## src/rtl/core/sacl_pkg.sv

```systemverilog
`timescale 1ns / 1ps

package sacl_pkg;

    // fixed field widths
    localparam int ADDR_W      = 32;
    localparam int COUNT_W     = 32;
    localparam int OUT_WAY_W   = 3;
    localparam int OUT_SET_W   = 3;
    localparam int CFG_INDEX_W = 2;
    localparam int CFG_DATA_W  = 5;

    // configuration register widths and reset values
    localparam int SET_BITS_W    = 2;
    localparam int WAYS_IN_USE_W = 4;
    localparam int OFFSET_BITS_W = 5;

    localparam logic [SET_BITS_W-1:0]    SET_BITS_RST    = 2'd3;
    localparam logic [WAYS_IN_USE_W-1:0] WAYS_IN_USE_RST = 4'd1;
    localparam logic [OFFSET_BITS_W-1:0] OFFSET_BITS_RST = 5'd4;

    // configuration register indexes
    typedef enum logic [CFG_INDEX_W-1:0] {
        CFG_SET_BITS    = 2'd0,
        CFG_WAYS_IN_USE = 2'd1,
        CFG_OFFSET_BITS = 2'd2
    } cfg_reg_t;

    // access word
    typedef struct packed {
        logic [ADDR_W-1:0] address;
        logic              end_of_trace;
    } in_word_t;

    // result word
    typedef struct packed {
        logic                 hit;
        logic [OUT_WAY_W-1:0] way;
        logic [OUT_SET_W-1:0] set_index;
        logic [COUNT_W-1:0]   hit_count;
        logic [COUNT_W-1:0]   miss_count;
    } out_word_t;

    // controller states
    typedef enum logic [1:0] {
        ST_IDLE,
        ST_READ,
        ST_SCAN,
        ST_UPDATE
    } state_t;

    // controller to datapath
    typedef struct packed {
        logic load;
        logic read;
        logic scan;
        logic update;
    } dp_cmd_t;

    // datapath to controller
    typedef struct packed {
        logic scan_done;
        logic out_free;
    } dp_sts_t;

endpackage

```

## src/rtl/core/sacl_ctrl.sv

```systemverilog
`timescale 1ns / 1ps

module sacl_ctrl (
    input  logic              clk,
    input  logic              rst_n,
    input  logic              access_valid,
    input  sacl_pkg::dp_sts_t sts,
    output sacl_pkg::dp_cmd_t cmd,
    output logic              access_stall
);

    sacl_pkg::state_t state_reg;
    sacl_pkg::state_t state_next;

    // state register
    always_ff @(posedge clk or negedge rst_n)
    begin
        if (!rst_n)
        begin
            state_reg <= sacl_pkg::ST_IDLE;
        end
        else
        begin
            state_reg <= state_next;
        end
    end

    // next state and commands
    always_comb
    begin
        state_next   = state_reg;
        cmd          = '0;
        access_stall = 1'b1;
        case (state_reg)
            sacl_pkg::ST_IDLE:
            begin
                access_stall = 1'b0;
                if (access_valid)
                begin
                    cmd.load   = 1'b1;
                    state_next = sacl_pkg::ST_READ;
                end
            end
            sacl_pkg::ST_READ:
            begin
                cmd.read   = 1'b1;
                state_next = sacl_pkg::ST_SCAN;
            end
            sacl_pkg::ST_SCAN:
            begin
                cmd.scan = 1'b1;
                if (sts.scan_done)
                begin
                    state_next = sacl_pkg::ST_UPDATE;
                end
            end
            sacl_pkg::ST_UPDATE:
            begin
                // write back only once the result register can take the word
                if (sts.out_free)
                begin
                    cmd.update = 1'b1;
                    state_next = sacl_pkg::ST_IDLE;
                end
            end
            default:
            begin
                state_next = sacl_pkg::ST_IDLE;
            end
        endcase
    end

endmodule

```

## src/rtl/core/sacl_dp.sv

```systemverilog
`timescale 1ns / 1ps

module sacl_dp #(
    parameter int MAX_SETS    = 8,
    parameter int MAX_WAYS    = 8,
    parameter int STAMP_WIDTH = 32
) (
    input  logic                                 clk,
    input  logic                                 rst_n,
    input  sacl_pkg::dp_cmd_t                    cmd,
    output sacl_pkg::dp_sts_t                    sts,
    input  sacl_pkg::in_word_t                   access,
    input  logic [sacl_pkg::SET_BITS_W-1:0]      set_bits,
    input  logic [$clog2(MAX_WAYS+1)-1:0]        nways,
    input  logic [sacl_pkg::OFFSET_BITS_W-1:0]   offset_bits,
    input  logic                                 result_stall,
    output logic                                 result_valid,
    output sacl_pkg::out_word_t                  result
);

    localparam int SET_W  = (MAX_SETS > 1) ? $clog2(MAX_SETS) : 1;
    localparam int WAY_W  = (MAX_WAYS > 1) ? $clog2(MAX_WAYS) : 1;
    localparam int NW_W   = $clog2(MAX_WAYS + 1);
    localparam int ADDR_W = sacl_pkg::ADDR_W;
    localparam int CNT_W  = sacl_pkg::COUNT_W;

    // reduce a raw set number below MAX_SETS
    function automatic logic [SET_W-1:0] set_mod(input logic [2:0] v);
        int r;
        r = int'(v);
        for (int i = 0; i < 8; i++)
        begin
            if (r >= MAX_SETS)
            begin
                r = r - MAX_SETS;
            end
        end
        return SET_W'(r);
    endfunction

    // tag and stamp memories, one row per set
    logic [MAX_WAYS-1:0][ADDR_W-1:0]      tag_mem   [MAX_SETS];
    logic [MAX_WAYS-1:0][STAMP_WIDTH-1:0] stamp_mem [MAX_SETS];

    logic [MAX_WAYS-1:0][ADDR_W-1:0]      tag_row_reg;
    logic [MAX_WAYS-1:0][STAMP_WIDTH-1:0] stamp_row_reg;
    logic [MAX_WAYS-1:0]                  valid_row_reg;
    logic [MAX_SETS-1:0][MAX_WAYS-1:0]    valid_reg;

    // captured access
    logic [ADDR_W-1:0] tag_reg;
    logic [SET_W-1:0]  set_reg;
    logic              last_reg;

    // scan state
    logic [WAY_W-1:0]       idx_reg;
    logic [WAY_W-1:0]       best_reg;
    logic [STAMP_WIDTH-1:0] best_stamp_reg;
    logic                   hit_reg;
    logic [WAY_W-1:0]       hit_way_reg;

    // trace state
    logic [STAMP_WIDTH-1:0] stamp_now_reg;
    logic [CNT_W-1:0]       hits_reg;
    logic [CNT_W-1:0]       misses_reg;
    logic [CNT_W-1:0]       hits_next;
    logic [CNT_W-1:0]       misses_next;

    logic                 res_valid_reg;
    sacl_pkg::out_word_t  result_reg;
    sacl_pkg::out_word_t  result_next;

    logic [ADDR_W-1:0]      line;
    logic [2:0]             set_mask;
    logic [ADDR_W-1:0]      tag_next;
    logic [SET_W-1:0]       set_next;
    logic                   cur_valid;
    logic [STAMP_WIDTH-1:0] cur_stamp;
    logic                   cur_hit;
    logic                   cur_last;
    logic [WAY_W-1:0]       way_sel;
    logic [MAX_WAYS-1:0][ADDR_W-1:0]      tag_wr_row;
    logic [MAX_WAYS-1:0][STAMP_WIDTH-1:0] stamp_wr_row;

    // address split
    always_comb
    begin
        line     = access.address >> offset_bits;
        set_mask = 3'((4'd1 << set_bits) - 4'd1);
        tag_next = line >> set_bits;
        set_next = set_mod(line[2:0] & set_mask);
    end

    // one way per scan cycle; unfilled ways count as stamp zero
    always_comb
    begin
        cur_valid     = valid_row_reg[idx_reg];
        cur_stamp     = cur_valid ? stamp_row_reg[idx_reg] : '0;
        cur_hit       = cur_valid && (tag_row_reg[idx_reg] == tag_reg);
        cur_last      = (NW_W'(idx_reg) + NW_W'(1)) == nways;
        sts.scan_done = cur_hit || cur_last;
        sts.out_free  = !res_valid_reg || !result_stall;
    end

    // write-back rows and result word
    always_comb
    begin
        way_sel               = hit_reg ? hit_way_reg : best_reg;
        tag_wr_row            = tag_row_reg;
        tag_wr_row[way_sel]   = tag_reg;
        stamp_wr_row          = stamp_row_reg;
        stamp_wr_row[way_sel] = stamp_now_reg;

        hits_next   = hits_reg;
        misses_next = misses_reg;
        if (hit_reg)
        begin
            if (hits_reg != '1)
            begin
                hits_next = hits_reg + CNT_W'(1);
            end
        end
        else
        begin
            if (misses_reg != '1)
            begin
                misses_next = misses_reg + CNT_W'(1);
            end
        end

        result_next.hit        = hit_reg;
        result_next.way        = sacl_pkg::OUT_WAY_W'(way_sel);
        result_next.set_index  = sacl_pkg::OUT_SET_W'(set_reg);
        result_next.hit_count  = hits_next;
        result_next.miss_count = misses_next;
    end

    // memories and row buffers
    always_ff @(posedge clk)
    begin
        if (cmd.read)
        begin
            tag_row_reg   <= tag_mem[set_reg];
            stamp_row_reg <= stamp_mem[set_reg];
            valid_row_reg <= valid_reg[set_reg];
        end
        if (cmd.update)
        begin
            stamp_mem[set_reg] <= stamp_wr_row;
            if (!hit_reg)
            begin
                tag_mem[set_reg] <= tag_wr_row;
            end
        end
    end

    // captured access and result payload
    always_ff @(posedge clk)
    begin
        if (cmd.load)
        begin
            tag_reg  <= tag_next;
            set_reg  <= set_next;
            last_reg <= access.end_of_trace;
        end
        if (cmd.update)
        begin
            result_reg <= result_next;
        end
    end

    // scan, trace and output control
    always_ff @(posedge clk or negedge rst_n)
    begin
        if (!rst_n)
        begin
            idx_reg        <= '0;
            best_reg       <= '0;
            best_stamp_reg <= '0;
            hit_reg        <= 1'b0;
            hit_way_reg    <= '0;
            valid_reg      <= '0;
            stamp_now_reg  <= '0;
            hits_reg       <= '0;
            misses_reg     <= '0;
            res_valid_reg  <= 1'b0;
        end
        else
        begin
            if (cmd.read)
            begin
                idx_reg <= '0;
                hit_reg <= 1'b0;
            end
            if (cmd.scan)
            begin
                idx_reg <= idx_reg + WAY_W'(1);
                if (cur_hit)
                begin
                    hit_reg     <= 1'b1;
                    hit_way_reg <= idx_reg;
                end
                else if ((idx_reg == '0) || (cur_stamp < best_stamp_reg))
                begin
                    // strict compare keeps the lowest way on ties
                    best_reg       <= idx_reg;
                    best_stamp_reg <= cur_stamp;
                end
            end
            if (cmd.update)
            begin
                if (last_reg)
                begin
                    valid_reg     <= '0;
                    stamp_now_reg <= '0;
                    hits_reg      <= '0;
                    misses_reg    <= '0;
                end
                else
                begin
                    valid_reg[set_reg][way_sel] <= 1'b1;
                    stamp_now_reg <= stamp_now_reg + STAMP_WIDTH'(1);
                    hits_reg      <= hits_next;
                    misses_reg    <= misses_next;
                end
                res_valid_reg <= 1'b1;
            end
            else if (!result_stall)
            begin
                res_valid_reg <= 1'b0;
            end
        end
    end

    assign result_valid = res_valid_reg;
    assign result       = result_reg;

endmodule

```

## src/rtl/core/set_assoc_lru_cache_tags.sv

```systemverilog
`timescale 1ns / 1ps
// Tag store of a set-associative cache with timestamp LRU replacement.
// Access channel: access_valid / access_stall carry one word with a byte
// address and an end_of_trace flag. Result channel: result_valid /
// result_stall carry hit, way, set_index and the running, saturating hit and
// miss counts. A word moves when valid is high and stall is low.
// Configuration: cfg_write with cfg_index 0 (set_bits), 1 (ways_in_use) or
// 2 (offset_bits) and cfg_data; write only while no access is in flight.
// One access at a time: accept, a set read, a way-by-way scan of the set and
// a write-back. The scan stops at the way that hits, or for a miss once all
// n ways in use have been scanned; the result shows in the cycle after the
// write-back. The scan over the ways sets the length of an access.
// A stalled result holds in its register; the next access is taken and
// scanned meanwhile, and its write-back waits until the register frees.
// An access flagged end_of_trace clears the store, counters and stamp after
// its result is formed. Reset clears the same at once through per-way valid
// bits (no clearing pass) and loads the configuration defaults 3, 1 and 4.
module set_assoc_lru_cache_tags #(
    parameter int MAX_SETS    = 8,
    parameter int MAX_WAYS    = 8,
    parameter int STAMP_WIDTH = 32
) (
    input  logic                                 clk,
    input  logic                                 rst_n,
    input  logic                                 access_valid,
    output logic                                 access_stall,
    input  sacl_pkg::in_word_t                   access,
    output logic                                 result_valid,
    input  logic                                 result_stall,
    output sacl_pkg::out_word_t                  result,
    input  logic                                 cfg_write,
    input  logic [sacl_pkg::CFG_INDEX_W-1:0]     cfg_index,
    input  logic [sacl_pkg::CFG_DATA_W-1:0]      cfg_data
);

    localparam int NW_W = $clog2(MAX_WAYS + 1);

    logic [sacl_pkg::SET_BITS_W-1:0]    set_bits_reg;
    logic [sacl_pkg::WAYS_IN_USE_W-1:0] ways_in_use_reg;
    logic [sacl_pkg::OFFSET_BITS_W-1:0] offset_bits_reg;
    logic [NW_W-1:0]                    nways;

    sacl_pkg::dp_cmd_t cmd;
    sacl_pkg::dp_sts_t sts;

    // configuration registers
    always_ff @(posedge clk or negedge rst_n)
    begin
        if (!rst_n)
        begin
            set_bits_reg    <= sacl_pkg::SET_BITS_RST;
            ways_in_use_reg <= sacl_pkg::WAYS_IN_USE_RST;
            offset_bits_reg <= sacl_pkg::OFFSET_BITS_RST;
        end
        else if (cfg_write)
        begin
            case (sacl_pkg::cfg_reg_t'(cfg_index))
                sacl_pkg::CFG_SET_BITS:
                begin
                    set_bits_reg <= cfg_data[sacl_pkg::SET_BITS_W-1:0];
                end
                sacl_pkg::CFG_WAYS_IN_USE:
                begin
                    ways_in_use_reg <= cfg_data[sacl_pkg::WAYS_IN_USE_W-1:0];
                end
                sacl_pkg::CFG_OFFSET_BITS:
                begin
                    offset_bits_reg <= cfg_data[sacl_pkg::OFFSET_BITS_W-1:0];
                end
                default:
                begin
                end
            endcase
        end
    end

    // ways in use, zero taken as one and clamped to the array
    always_comb
    begin
        if (ways_in_use_reg == '0)
        begin
            nways = NW_W'(1);
        end
        else if (32'(ways_in_use_reg) > 32'(MAX_WAYS))
        begin
            nways = NW_W'(MAX_WAYS);
        end
        else
        begin
            nways = NW_W'(ways_in_use_reg);
        end
    end

    sacl_ctrl u_ctrl (
        .clk          (clk),
        .rst_n        (rst_n),
        .access_valid (access_valid),
        .sts          (sts),
        .cmd          (cmd),
        .access_stall (access_stall)
    );

    sacl_dp #(
        .MAX_SETS    (MAX_SETS),
        .MAX_WAYS    (MAX_WAYS),
        .STAMP_WIDTH (STAMP_WIDTH)
    ) u_dp (
        .clk          (clk),
        .rst_n        (rst_n),
        .cmd          (cmd),
        .sts          (sts),
        .access       (access),
        .set_bits     (set_bits_reg),
        .nways        (nways),
        .offset_bits  (offset_bits_reg),
        .result_stall (result_stall),
        .result_valid (result_valid),
        .result       (result)
    );

endmodule

```

## config.mk

```make
export PLATFORM = sky130hd
export DESIGN_NAME = set_assoc_lru_cache_tags
export DESIGN_NICKNAME = d
export VERILOG_FILES = /design/src/rtl/core/sacl_pkg.sv /design/src/rtl/core/sacl_ctrl.sv /design/src/rtl/core/sacl_dp.sv /design/src/rtl/core/set_assoc_lru_cache_tags.sv
export SDC_FILE = /design/constraint.sdc
export NUM_CORES = 2
export LEC_CHECK = 0
export BUFFER_PORTS_ARGS = -buffer_cell sky130_fd_sc_hd__buf_2
export CELL_PAD_IN_SITES_DETAIL_PLACEMENT = 1
export CELL_PAD_IN_SITES_GLOBAL_PLACEMENT = 1
export CORE_ASPECT_RATIO = 1.25
export CORE_MARGIN = 4
export CORE_UTILIZATION = 25
export DETAILED_ROUTE_END_ITERATION = 6
export PLACE_DENSITY_LB_ADDON = 0.1
export SYNTH_ARGS = -nofsm -noshare
export SYNTH_HDL_FRONTEND = slang
export SYNTH_SLANG_ARGS = --single-unit
```

## constraint.sdc

```tcl
create_clock -name clk -period 27.8 [get_ports clk]
set_input_delay 5.56 -clock clk [delete_from_list [all_inputs] [get_ports clk]]
set_output_delay 5.56 -clock clk [all_outputs]
set_load 0.05 [all_outputs]
```

* Yosys cells after proc, flatten, opt, wreduce, memory -nomap -nowiden *
Memory sizes are Yosys's and may differ from the RTL's. A register that Yosys moved wholly into a read port is not among the register bits.
Cells that the tools add are included.

operators by class
  add/subtract/negate cells = 6
  magnitude comparators = 7
  equal/unequal tests = 13
  shift operators = 3
  multiplexer cells = 51
  bitwise logic cells = 3
  reductions and logical operators = 19

operators by type and width
  cell                                                                number
  bitwise mux 256 bit                                                 2
  two-way mux 32 bit                                                  11
  binary-select mux 32 bit (select 3 bit)                             2
  adder 32 x 1 -> 32 bit (second input constant)                      3
  demux 32 bit (select 3 bit)                                         1
  two-way mux 64 bit                                                  1
  inequality test 32 bit (second input constant)                      2
  OR 64 bit                                                           1
  equality test 32 bit                                                1
  < comparator 32 bit                                                 1
  right shift 32 x 2 -> 32 bit                                        1
  right shift 32 x 5 -> 32 bit                                        1
  binary-select mux 8 bit (select 3 bit)                              1
  demux 8 bit (select 3 bit)                                          1
  two-way mux 1 bit                                                   19
  two-way mux 8 bit                                                   2
  < comparator 3 x 4 -> 1 bit (second input constant)                 3
  two-way mux 3 bit                                                   3
  two-way mux 4 bit                                                   2
  case mux 2 bit (4 select lines)                                     1
  AND reduction 2 bit                                                 4
  equality test 2 bit (second input constant)                         3
  greater-or-equal comparator 3 x 1 -> 1 bit (second input constant)  2
  two-way mux 2 bit                                                   3
  other kinds (21)                                                    31

storage, ports and cells
  register bits after elaboration = 331
  bits in writable memories = 4,096
  output and inout bits = 73
  word-level logic and storage cells = 134
  memories kept = 2

memories
  memory          depth  width  rd ports  clocked after memory_dff  wr ports  RTL line       source
  u_dp.stamp_mem  8      256    1         1                         1         sacl_dp.sv:43  logic [MAX_WAYS-1:0][STAMP_WIDTH-1:0] stamp_mem [MAX_SETS];
  u_dp.tag_mem    8      256    1         1                         1         sacl_dp.sv:42  logic [MAX_WAYS-1:0][ADDR_W-1:0] tag_mem [MAX_SETS];

* Longest topological paths before layout *
  depth after elaboration = 9
  gate-level depth with buffers = 19
  gate-level depth less buffers = 12

* Modules after synthesis *
A second synthesis with hierarchy kept.

unflattened totals
  cells, all modules = 10,789
  area total of the unflattened synthesis = 187,202.0 µm²

by module, submodules not included
  module                    instances  cells each  area each (µm²)  sequential area each (µm²)
  sacl_dp                   1          10,740      186,563.9        146,905.9
  set_assoc_lru_cache_tags  1          30          456.7            280.3
  sacl_ctrl                 1          19          181.4            50.0

* Worst setup path after synthesis *
Ideal clock, no wire load.

  kind = input to register
  start point = input port result_stall
  end point = memory u_dp.tag_mem[3][0] (netlist bit), enable pin
  library setup time = 1.189 ns
  data arrival time = 23.552 ns
  required time = 26.611 ns
  path slack = 3.060 ns
  stages on the path = 6
  path buffers = 3
  cell sequence = nand2_1 > nand2_1 > clkbuf_1 > buf_1 > clkbuf_1 > nor3_1

on the way
  word-level cells in the longest chain between the ends = 6

ends and longest elaborated chain
  item                                     RTL line                        source
  start: declaration                       set_assoc_lru_cache_tags.sv:29  input logic result_stall,
  zero test 1 bit                          sacl_dp.sv:102                  sts.out_free = !res_valid_reg || !result_stall;
  logical OR 1 bit                         sacl_dp.sv:102
  two-way mux 1 bit                        sacl_ctrl.sv:60                 if (sts.out_free)
  two-way mux 1 bit                        sacl_ctrl.sv:34                 case (state_reg)
  two-way mux 1 bit                        sacl_dp.sv:147                  if (cmd.update)
  two-way mux 1 bit (implied by the code)  sacl_dp.sv:152                  tag_mem[set_reg] <= tag_wr_row;
  end: declaration                         sacl_dp.sv:42

Every way passes these cells.

* Worst setup path after layout *
  start point = input port result_stall
  end point = memory u_dp.stamp_mem[0][211] (netlist bit), enable pin

on the way
  word-level cells in the longest chain between the ends = 6

ends and longest elaborated chain
  item                                     RTL line         source
  zero test 1 bit                          sacl_dp.sv:102
  logical OR 1 bit                         sacl_dp.sv:102
  two-way mux 1 bit                        sacl_ctrl.sv:60
  two-way mux 1 bit                        sacl_ctrl.sv:34
  two-way mux 1 bit                        sacl_dp.sv:147
  two-way mux 1 bit (implied by the code)  sacl_dp.sv:149   stamp_mem[set_reg] <= stamp_wr_row;
  end: declaration                         sacl_dp.sv:43

Every way passes these cells.

==> results by group <==
Synthesis
  – Post-synthesis adder-cell area fraction: 0.274%
  – Async SR Flop Fraction: 4.37%
  – Largest family of logic cells by synthesized area: compound AO/OA/AOI/OAI gates
  – Post-synthesis sequential area ratio: 78.7%
  – Synth unique cells: 77
  – Post-synth EDFFs: 4723
  – Synth Flop Type: edfxtp_1
  – Most frequent cell after synthesis: edfxtp_1
  – Largest cells by area after synthesis: edfxtp_1 (76%), a22oi_1 (8.4%), dfrtp_1 (2.8%)
  – Post-Synth Simple-Gate Area: 4.77%
  – Synth top area share: 75.8%
  – Syn nets: between 10000 and 15000
  – Synthesized area per cell: between 15 and 20 um2
  – Synth warn: 0
  – XOR/XNOR share of the synthesized area: 0.570%
  – Compound-cell area share of the yosys netlist: 9.57%
  – Post-synthesis mux area share: 4.44%
  – Post-synthesis cell count: 10800
  – Leading area contributor after synthesis: edfxtp_1
  – Seq cells post-synth: 4939
  – Post-synth top cells: edfxtp_1 (4723), a22oi_1 (2090), nand2_1 (922), clkbuf_1 (678), nand4_1 (541)
  – Mapped cell area: 187000 um2

STA
  – Tightest Pin Transition: 1190 ps
  – Fmax: 113 MHz
  – Final Max Slew Viols: 0
  – Fin crit period: ~8800 ps
  – Setup repair after global routing missed its margin: no
  – Final setup fails: 0
  – Final worst clock skew: 123 ps
  – Final cycle utilization of the critical path: 31.8%
  – Hold Vio Cnt, Final: 0
  – Setup TNS: 0 ps
  – Max-slew headroom: 20.4%

Critical path
  – Worst-path fanout max: 41
  – Reg2reg end: u_dp.best_stamp_reg[31]
  – CP startpoint kind: primary input
  – Critical R2R Launch: u_dp.idx_reg[0]
  – Arr. time, crit path: 9540 ps
  – Crit path cell chain: buf_2 -> nand2_1 -> nand2_4 -> nor2_4 -> buf_4 -> buf_4 -> buf_4 -> buf_4
  – CP max stage cell: buf_4
  – R2R cell count: 14
  – CP required: 28500 ps
  – CP Class: primary input to flop
  – Reg2reg setup slack: between 20000 and 25000 ps
  – Max incr delay on CP: around 760 ps
  – Crit path from: result_stall
  – Most common cell on crit path: buf_4
  – CP endpoint kind: flop

Placed design
  – Post-DP HPWL: 332000 um
  – RD Place Congestion: 0.712
  – IO buf count: 117

Die
  – Total core area: around 750000 um2
  – Die height: 975 um
  – IO Pins: approximately 120
  – Core Rows: 355
  – Die area: roughly 760000 um2
  – Die X: 782 um
  – Initial core utilization: 25.1%

CTS
  – Total CTS buffers: around 560
  – Hold-fix buffers at CTS: 0
  – Post-CTS sizing: 0
  – Post-CTS setup buffers: 0
  – CTS root buf: clkbuf_16
  – Sink Count: 4939
  – CTS Buffer Depth: 4
  – Clock Latency Late Sink: 1090 ps
  – H-tree level count: 6
  – CTS tree: yes
  – Clock slew at the register clock pins of the worst setup and hold paths: around 60 ps

Routing
  – First-pass DRT Iterations: 7
  – Via count: approximately 100k
  – DRC violations left: 0
  – DR vias/cell: 4.87
  – Post-DR wirelength/cell: 30.6 um
  – 1st-iter DRT viols: around 8000
  – Antenna viol nets, final: 0
  – WL final: 657000 um

Global route
  – First-pass GRT wire length: slightly above 900000 um
  – GRT overflow: 0
  – Gr usage total: 16.7%
  – Vias in the first global route: 115000
  – Initial antenna violation count: 28
  – Largest net degree at the start of global routing: approximately 140

Pwr
  – Static leakage: 68.7 nW
  – Worst vdd ir: 0.0679 mV
  – Pwr per Cell Area: 99.7 nW/um2

Cells and area
  – Fraction of layout cells with a size suffix above 1: 14.5%
  – Layout filler cell count: 76400
  – Final Core Density: between 20% and 30%
  – Layout area overhead: 16.4%
  – Largest registers: u_dp.stamp_mem (2048), u_dp.tag_mem (2048)
  – Fin nets: 11100

Min path
  – Hold path startpoint: u_dp.tag_mem[5][202]
  – End of the worst hold path: u_dp.tag_row_reg[202]
  – Worst hold path class: flop to flop
  – Hold-critical path depth: 2

Outcome
  – Status: finished clean

Flow run
  – Max_cap viols: 0
==> worst max path at each step <==
stage	end	slack, ps	depth (start not counted)
floorplan	u_dp.tag_mem[3][0]	3060	6
global placement	u_dp.stamp_mem[7][80]	17720	8
detailed placement	u_dp.stamp_mem[0][246]	17720	8
CTS	u_dp.stamp_mem[0][144]	18960	8
global route	u_dp.stamp_mem[0][211]	18840	8
finish	u_dp.stamp_mem[0][211]	18960	8
==> cells by family after synthesis <==
logic type | after synthesis
DFF | 4939
AOI/OAI and AO/OA | 2466
and+or+nand+nor | 1873
buffers and inverters | 800
muxes | 591
xor gates and xnor gates | 121
adders and majority gates | 41
==> through the flow <==
step | hold slack (ps) | area (um2) | std cells | worst slack [ps] | power [mW]
final | 459 | 218000 | 21500 | 18960 | 21.7
after global routing | 486 | 218000 | 21500 | 18840 | 22.7
after CTS | 463 | 218000 | 21500 | 18960 | 22.1
after detailed placement | 485 | 200000 | 20500 | 17720 | 14.8
after global placement | 478 | 200000 | 20500 | 17720 | 14.7
after floorplan | 423 | 187000 | 10800 | 3060 | 12.9
==> cell usage in the layout, fill, tap and decap left out, drive strengths merged, types with 55 or more instances in the layout <==
cell type,count
o21ai,123
buf,404
xnor2,66
clkbuf,697
a22oi,2090
clkinv,232
xor2,55
nand4,542
nand3,62
mux4,142
nor2,198
mux2,322
nand2,922
inv,73
mux2i,127
a21oi,132
edfxtp,4723
dfrtp,212
==> final cells by class <==
cell class / count / area (um2) / share of cell area, %
Antenna cell: 7 / 17.5 / 0.00804
Clock buffer: 697 / 14600 / 6.70
Clock inverter: 294 / 2960 / 1.36
Inverter: 55 / 211 / 0.0971
Multi-Input combinational cell: 5092 / 37000 / 17.0
Sequential cell: 4939 / 147000 / 67.6
Tap cell: 9996 / 12500 / 5.74
Timing Repair Buffer: 404 / 3180 / 1.46
==> worst max-delay path: cells and delay by family <==
kind                   cells  cell delay [ps]
buffers and inverters      5             3100
AND/OR/NAND/NOR            3              690
==> power by group <==
group          internal [mW]  switching, mW
Clock                   4.08           3.10
Sequential              9.89          0.386
Combinational           1.00           3.25
==> layer usage <==
metal  up-vias  part of all wire, %  GRT usage, %
met4         0                  1.9          3.21
met5         -                    0             0
met2      2155                   51          29.9
li1      44500                    -             -
met1     57300                   44          21.9
met3       699                  3.5          1.74
(Power assumes the default switching activity.)
